## src/ps2mt_pkg.sv

```systemverilog
// ----------------------------------------------------------------------------
// ps2mt_pkg
// Types and constants of the PS/2 mouse packet tracker.
// ----------------------------------------------------------------------------
package ps2mt_pkg;

    localparam int COORD_BITS = 12;
    localparam int LIMIT_BITS = 12;
    localparam int BYTE_BITS  = 8;
    localparam int BTN_BITS   = 3;
    localparam int SUM_BITS   = ((COORD_BITS > LIMIT_BITS) ? COORD_BITS : LIMIT_BITS) + 2;

    localparam int APB_ADDR_BITS = 3;
    localparam int APB_DATA_BITS = 32;

    localparam logic [LIMIT_BITS-1:0] RESET_X_LIMIT = LIMIT_BITS'(640);
    localparam logic [LIMIT_BITS-1:0] RESET_Y_LIMIT = LIMIT_BITS'(480);
    localparam logic [COORD_BITS-1:0] RESET_X_POS   = COORD_BITS'(640 / 2);
    localparam logic [COORD_BITS-1:0] RESET_Y_POS   = COORD_BITS'(480 / 2);

    // register index, taken from paddr[2]
    localparam logic REG_X_LIMIT = 1'b0;
    localparam logic REG_Y_LIMIT = 1'b1;

    // header byte bit positions
    localparam int HDR_SIGN_X = 4;
    localparam int HDR_SIGN_Y = 5;

    typedef enum logic [1:0] {
        PH_HEADER  = 2'd0,
        PH_DELTA_X = 2'd1,
        PH_DELTA_Y = 2'd2
    } phase_t;

    typedef struct packed {
        logic [COORD_BITS-1:0] pos_x;
        logic [COORD_BITS-1:0] pos_y;
        logic [BTN_BITS-1:0]   buttons;
        logic                  packet_done;
    } result_t;

endpackage

```

## src/ps2_mouse_packet_tracker.sv

```systemverilog
// ----------------------------------------------------------------------------
// ps2_mouse_packet_tracker
// Decodes three-byte PS/2 mouse packets into a clamped cursor position.
// ----------------------------------------------------------------------------
// Takes one received byte per clock cycle while byte_stall is low and returns
// one registered result per byte. The sign extension, the add and the clamp of
// a delta byte sit between the cursor registers and the result buffer, which
// holds two results; byte_stall rises only while both entries wait on
// result_stall. The first byte after reset is dropped (its result repeats the
// reset position), then bytes group as header, X delta, Y delta. x_limit and
// y_limit sit at byte addresses 0 and 4; write them only while no request is
// in flight.
module ps2_mouse_packet_tracker (
    input  logic                                clk,
    input  logic                                rst_n,
    input  logic                                psel,
    input  logic                                penable,
    input  logic                                pwrite,
    input  logic [ps2mt_pkg::APB_ADDR_BITS-1:0] paddr,
    input  logic [ps2mt_pkg::APB_DATA_BITS-1:0] pwdata,
    output logic [ps2mt_pkg::APB_DATA_BITS-1:0] prdata,
    output logic                                pready,
    input  logic                                byte_valid,
    output logic                                byte_stall,
    input  logic [ps2mt_pkg::BYTE_BITS-1:0]     rx_byte,
    output logic                                result_valid,
    input  logic                                result_stall,
    output logic [ps2mt_pkg::COORD_BITS-1:0]    pos_x,
    output logic [ps2mt_pkg::COORD_BITS-1:0]    pos_y,
    output logic [ps2mt_pkg::BTN_BITS-1:0]      buttons,
    output logic                                packet_done
);
    import ps2mt_pkg::*;

    localparam logic signed [SUM_BITS-1:0] COORD_MAX_S = SUM_BITS'((1 << COORD_BITS) - 1);

    logic [LIMIT_BITS-1:0] x_limit_reg;
    logic [LIMIT_BITS-1:0] y_limit_reg;
    logic                  cfg_write;

    phase_t                phase_reg, phase_next;
    logic                  skip_reg, skip_next;
    logic                  sign_x_reg, sign_x_next;
    logic                  sign_y_reg, sign_y_next;
    logic [COORD_BITS-1:0] cursor_x_reg, cursor_x_next;
    logic [COORD_BITS-1:0] cursor_y_reg, cursor_y_next;
    logic [BTN_BITS-1:0]   button_reg, button_next;
    logic                  done_next;

    result_t head_reg, skid_reg, new_result;
    logic    head_valid_reg, skid_valid_reg;
    logic    byte_accept, result_pop;

    function automatic logic [COORD_BITS-1:0] apply_delta(
        input logic [COORD_BITS-1:0] pos,
        input logic [BYTE_BITS-1:0]  delta_byte,
        input logic                  neg,
        input logic [LIMIT_BITS-1:0] limit
    );
        logic signed [SUM_BITS-1:0] sum;
        logic signed [SUM_BITS-1:0] lim;
        sum = $signed({{(SUM_BITS-COORD_BITS){1'b0}}, pos})
            + $signed({{(SUM_BITS-BYTE_BITS){neg}}, delta_byte});
        lim = $signed({{(SUM_BITS-LIMIT_BITS){1'b0}}, limit});
        if (lim > COORD_MAX_S)
        begin
            lim = COORD_MAX_S;
        end
        if (sum > lim)
        begin
            sum = lim;
        end
        if (sum < 0)
        begin
            sum = '0;
        end
        return sum[COORD_BITS-1:0];
    endfunction

    // configuration port
    assign pready    = 1'b1;
    assign cfg_write = psel && penable && pwrite && pready;

    always_comb
    begin
        case (paddr[2])
            REG_X_LIMIT: prdata = APB_DATA_BITS'(x_limit_reg);
            REG_Y_LIMIT: prdata = APB_DATA_BITS'(y_limit_reg);
            default:     prdata = '0;
        endcase
    end

    always_ff @(posedge clk or negedge rst_n)
    begin
        if (!rst_n)
        begin
            x_limit_reg <= RESET_X_LIMIT;
            y_limit_reg <= RESET_Y_LIMIT;
        end
        else if (cfg_write)
        begin
            if (paddr[2] == REG_X_LIMIT)
            begin
                x_limit_reg <= pwdata[LIMIT_BITS-1:0];
            end
            else
            begin
                y_limit_reg <= pwdata[LIMIT_BITS-1:0];
            end
        end
    end

    // handshakes
    assign byte_stall  = skid_valid_reg;
    assign byte_accept = byte_valid && !byte_stall;
    assign result_pop  = head_valid_reg && !result_stall;

    // packet phase: next state
    always_comb
    begin
        phase_next = phase_reg;
        skip_next  = skip_reg;
        if (byte_accept)
        begin
            if (skip_reg)
            begin
                skip_next = 1'b0;
            end
            else
            begin
                case (phase_reg)
                    PH_DELTA_X: phase_next = PH_DELTA_Y;
                    PH_DELTA_Y: phase_next = PH_HEADER;
                    default:    phase_next = PH_DELTA_X;
                endcase
            end
        end
    end

    // packet phase: datapath
    always_comb
    begin
        sign_x_next   = sign_x_reg;
        sign_y_next   = sign_y_reg;
        cursor_x_next = cursor_x_reg;
        cursor_y_next = cursor_y_reg;
        button_next   = button_reg;
        done_next     = 1'b0;
        if (!skip_reg)
        begin
            case (phase_reg)
                PH_DELTA_X:
                begin
                    cursor_x_next = apply_delta(cursor_x_reg, rx_byte, sign_x_reg, x_limit_reg);
                end
                PH_DELTA_Y:
                begin
                    cursor_y_next = apply_delta(cursor_y_reg, rx_byte, sign_y_reg, y_limit_reg);
                    done_next     = 1'b1;
                end
                default:
                begin
                    button_next = rx_byte[BTN_BITS-1:0];
                    sign_x_next = rx_byte[HDR_SIGN_X];
                    sign_y_next = rx_byte[HDR_SIGN_Y];
                end
            endcase
        end
        new_result.pos_x       = cursor_x_next;
        new_result.pos_y       = cursor_y_next;
        new_result.buttons     = button_next;
        new_result.packet_done = done_next;
    end

    always_ff @(posedge clk or negedge rst_n)
    begin
        if (!rst_n)
        begin
            phase_reg    <= PH_HEADER;
            skip_reg     <= 1'b1;
            sign_x_reg   <= 1'b0;
            sign_y_reg   <= 1'b0;
            cursor_x_reg <= RESET_X_POS;
            cursor_y_reg <= RESET_Y_POS;
            button_reg   <= '0;
        end
        else if (byte_accept)
        begin
            phase_reg    <= phase_next;
            skip_reg     <= skip_next;
            sign_x_reg   <= sign_x_next;
            sign_y_reg   <= sign_y_next;
            cursor_x_reg <= cursor_x_next;
            cursor_y_reg <= cursor_y_next;
            button_reg   <= button_next;
        end
    end

    // two-entry result buffer: head drives the outputs, skid catches a result
    // that arrives while the head is held
    always_ff @(posedge clk or negedge rst_n)
    begin
        if (!rst_n)
        begin
            head_valid_reg <= 1'b0;
            skid_valid_reg <= 1'b0;
        end
        else if (!head_valid_reg || result_pop)
        begin
            head_valid_reg <= skid_valid_reg || byte_accept;
            skid_valid_reg <= 1'b0;
        end
        else if (byte_accept)
        begin
            skid_valid_reg <= 1'b1;
        end
    end

    always_ff @(posedge clk)
    begin
        if (!head_valid_reg || result_pop)
        begin
            if (skid_valid_reg)
            begin
                head_reg <= skid_reg;
            end
            else if (byte_accept)
            begin
                head_reg <= new_result;
            end
        end
        else if (byte_accept)
        begin
            skid_reg <= new_result;
        end
    end

    assign result_valid = head_valid_reg;
    assign pos_x        = head_reg.pos_x;
    assign pos_y        = head_reg.pos_y;
    assign buttons      = head_reg.buttons;
    assign packet_done  = head_reg.packet_done;

endmodule

```

## config.mk

```make
export PLATFORM = sky130hd
export DESIGN_NAME = ps2_mouse_packet_tracker
export DESIGN_NICKNAME = d
export VERILOG_FILES = /design/src/ps2mt_pkg.sv /design/src/ps2_mouse_packet_tracker.sv
export SDC_FILE = /design/constraint.sdc
export NUM_CORES = 1
export LEC_CHECK = 0
export ABC_AREA = 0
export CORE_MARGIN = 5
export CORE_UTILIZATION = 25
export DETAILED_ROUTE_END_ITERATION = 10
export DONT_BUFFER_PORTS = 1
export PLACE_DENSITY = 0.51
export RECOVER_POWER = 100
export SYNTH_ARGS = -nofsm -noshare
export SYNTH_HDL_FRONTEND = slang
export SYNTH_SLANG_ARGS = --single-unit
export TNS_END_PERCENT = 1
```

## constraint.sdc

```tcl
create_clock -name clk -period 3.8 [get_ports clk]
set_input_delay 0.38 -clock clk [delete_from_list [all_inputs] [get_ports clk]]
set_output_delay 0.38 -clock clk [all_outputs]
set_load 0.03 [all_outputs]
```

==> summary.md <==
| Metric | Value |
|---|---|
| Status | `complete, but fails checks` |
| Failing checks | `capacitance limit, slew limit, setup timing` |
| Internal | `6030 µW` |
| Cells after Synth | `777` |
| Initial antenna violation count | `0` |
| Vias | `6113` |
| Synth Area in Compound Gates | `0.180` |
| Max layer used | `met4` |
| Via density | `4.67` |
| Critical Path Sink Type | `flop` |
| Yosys reg bits | `114` |
| Largest net degree at the start of global routing | `59` |
| Switching share of power | `0.437` |
| Core Region | `0.0296 mm²` |
| Die span in y | `183 µm` |
| Worst EP required | `3980 ps` |
| Synth Flop Type | `edfxtp_1` |
| # IOs | `113` |
| Setup WS post-layout | `-522 ps` |
| Avg Cell Area, Syn | `9.64 µm²` |
| Hold path start | `rx_byte[5]` |
| Area Growth Syn to Fin | `30.4%` |
| Post-synth EDFFs | `56` |
| Detailed-route DRC error count | `0` |
| Total negative slack | `-18140 ps` |
| Seq/Total Area, Yosys | `0.420` |
| Clock latency on the worst-skew pair | `430 ps` |
| Yosys cell types | `63` |
| RR Startpoint | `cursor_y_reg[0]$_DFFE_PN0P_` |
| Met2 wire length | `9830 µm` |
| Place WS | `-435 ps` |
| Fin crit share | `1.14` |
| Commonest cells post-synth | `104 x nand2_1, 80 x o21ai_0, 56 x edfxtp_1` |
| Largest family of logic cells by synthesized area | `compound AO/OA/AOI/OAI gates` |
| Pins over their slew limit | `91` |
| Hold Path Depth | `2` |
| Nets | `1011` |
| Final Hold Vio Count | `0` |
| Fin crit period | `4320 ps` |
| CTS tree | `done` |
| Critical path launch point | `cursor_y_reg[0]$_DFFE_PN0P_` |
| Peak VDD IR | `427 µV` |
| Setup Crit Path Kind | `flop to flop` |
| Clock slew at reported path FFs | `60 ps` |
| IO Port Bufs | `0` |
| Max transition margin | `-0.271` |
| Yosys warning count | `0` |
| XOR/XNOR Fraction of Synth Area | `0.0199` |
| Slew @ Worst Pin | `1910 ps` |
| CP Launch Type | `flop` |
| CP Max Fanout | `4` |
| Comb power frac | `0.641` |
| CTS Root Cell | `clkbuf_16` |
| Leak pwr | `0.00420 µW` |
| Dpl hpwl | `17500 µm` |
| Post-Route WL | `23200 µm` |
| RSZ-0062 raised after global routing | `true` |
| Initial DRC Count | `390` |
| Arr. time, crit path | `4500 ps` |
| Met3 WL | `1650 µm` |
| Clk sinks | `114` |
| Vias in the first global route | `5836` |
| Simple-gate share of the synthesized area | `0.139` |
| Post-Syn Area | `0.00749 mm²` |
| Routed len/inst | `17.7 µm` |
| Most frequent cell after synthesis | `nand2_1` |
| First drt pass iteration count | `7` |
| Tot Pwr | `10700 µW` |
| Mux cell area share after synthesis | `0.0852` |
| Clk pwr share | `0.150` |
| Starting Density | `0.253` |
| Reg2Reg Capture Point | `skid_reg[8]$_DFFE_PP_` |
| First-pass GRT wire length | `34900 µm` |
| Die area | `0.0335 mm²` |
| H-tree Lvls | `4` |
| R2R setup slack | `-520 ps` |
| Post-DRT Antenna Nets | `0` |
| Yosys top cell area share | `0.224` |
| Largest register FFs | `28` |
| Sequential Power Share | `0.209` |
| N_diodes | `0` |
| Top cells by area, synth | `edfxtp_1 22%, dfrtp_1 15%, ha_1 8.9%` |
| MaxCap Viol Count | `2` |
| Sw Pwr | `4670 µW` |
| Adder-cell share of the synthesized area | `0.0939` |
| Max Clk Rate | `0.231 GHz` |
| Largest area contributor in the netlist | `edfxtp_1` |
| Share of layout cells above drive strength 1 | `0.312` |
| HP Class | `input pin to flop` |
| FF-to-FF path depth | `20` |
| Met1 wire length | `11400 µm` |
| Endpoint, Worst Hold | `sign_y_reg$_DFFE_PN0P_` |
| Skew final | `7.35 ps` |
| Num CTS Buffers | `17` |
| DIE WIDTH | `183 µm` |
| Pwr dens | `1100 mW/mm²` |
| Final estimated routing congestion in global placement | `0.822` |
| Final setup fails | `68` |
| Asr flop ratio synth | `0.509` |
| Global route total overflow | `0` |
| Row cnt | `63` |
| Total track usage | `0.135` |
| Worst-case clock buffer depth | `2` |
[kinds of logic (layout without fill, tap and decap cells)]
family | count (synthesis) | after routing
DFF | 114 | 114
other | 2 | 21
adders and majority gates | 55 | 55
and+or+nand+nor | 225 | 225
muxes | 59 | 59
AOI/OAI and AO/OA | 208 | 208
buffers and inverters | 97 | 220
xor gates and xnor gates | 17 | 17
[power groups by stage]
stage	logic, µW	registers (µW)	clock network (µW)
detailed placement	6240	2260	0
finish	6870	2230	1610
CTS	6420	2240	1640
global placement	6210	2240	0
floorplan	3520	2160	0
global route	7500	2270	1690
[per-stage QoR]
step	hold slack, ps	cell area (µm²)	instances	util
4_1_cts	61.6	9580	1304	0.323
2_1_floorplan	84.4	7660	796	-
3_3_place_gp	88.6	8900	1268	0.300
6_report	86.4	9770	1309	0.330
3_5_place_dp	88.9	8900	1268	0.300
5_1_grt	87.3	9770	1309	0.330
[metal layers]
layer	global-route usage	vias to the layer above
li1	-	3043
met1	0.199	2895
met2	0.193	156
met3	0.0387	19
met4	0.0375	0
met5	0	-
[layout by cell type (no fill, tap or decap), types with 4 or more instances in the layout]
cell type and count:
and2_1 5, a211oi_1 4, o21ai_1 34, mux2i_1 18, xnor2_1 14, nor2_1 33
mux2_2 37, edfxtp_1 56, nand3_1 9, o211ai_1 6, nor2b_1 5, o31a_1 4
nor4_1 5, nand2b_1 8, o211a_1 5, nor2_2 6, a21oi_1 40, clkbuf_16 17
nand2_1 104, dfstp_2 13, inv_1 46, o21ai_0 48, ha_4 5, nor3_1 9
and3_1 21, nand4_1 6, o21ai_2 10, a311oi_2 5, ha_1 47, inv_6 5
a21o_1 7, conb_1 21, buf_4 132, dfrtp_1 44
[timing repair]
item | 4_1_cts | 5_1_grt
buffers inserted | 2 | 5
pin swaps | 3 | 40
hold endpoints to repair | 58 | 0
cloned | 0 | 0
endpoints found under the setup margin | 72 | 72
hold buffers | 2 | 0
gates resized for setup | 8 | 68
[critical path, stage by stage, from the launching register on]
cell	delay, ps
dfrtp_1	410
ha_2	220
inv_2	60
fa_2	200
nor2b_2	40
o31a_1	340
buf_4	150
o21a_1	200
nor2_1	130
xnor2_1	130
ha_1	300
nand4_1	140
buf_4	180
nor4_4	280
a21o_1	170
buf_4	140
nand3_2	130
a32oi_1	260
o211ai_1	210
buf_4	200
a22o_1	180
[worst max path at each step]
stage / to / slack, ps / cells after the start
after CTS: pos_y[10]$_DFFE_PP_ / -370 / 18
after global routing: skid_reg[8]$_DFFE_PP_ / -680 / 20
after detailed placement: pos_y[10]$_DFFE_PP_ / -430 / 18
after global placement: pos_y[10]$_DFFE_PP_ / -350 / 18
after floorplan: pos_x[10]$_DFFE_PP_ / -6 / 19
final: skid_reg[8]$_DFFE_PP_ / -520 / 20
[cell type report]
class / count / area [µm²]
Clock buffer: 18 / 429
Clock inverter: 14 / 154
Fill cell: 3095 / 19900
Inverter: 48 / 180
Multi-Input combinational cell: 585 / 4290
Sequential cell: 114 / 3150
Tap cell: 390 / 488
Timing Repair Buffer: 140 / 1080
Note: power is estimated with default switching activity, not from simulation.
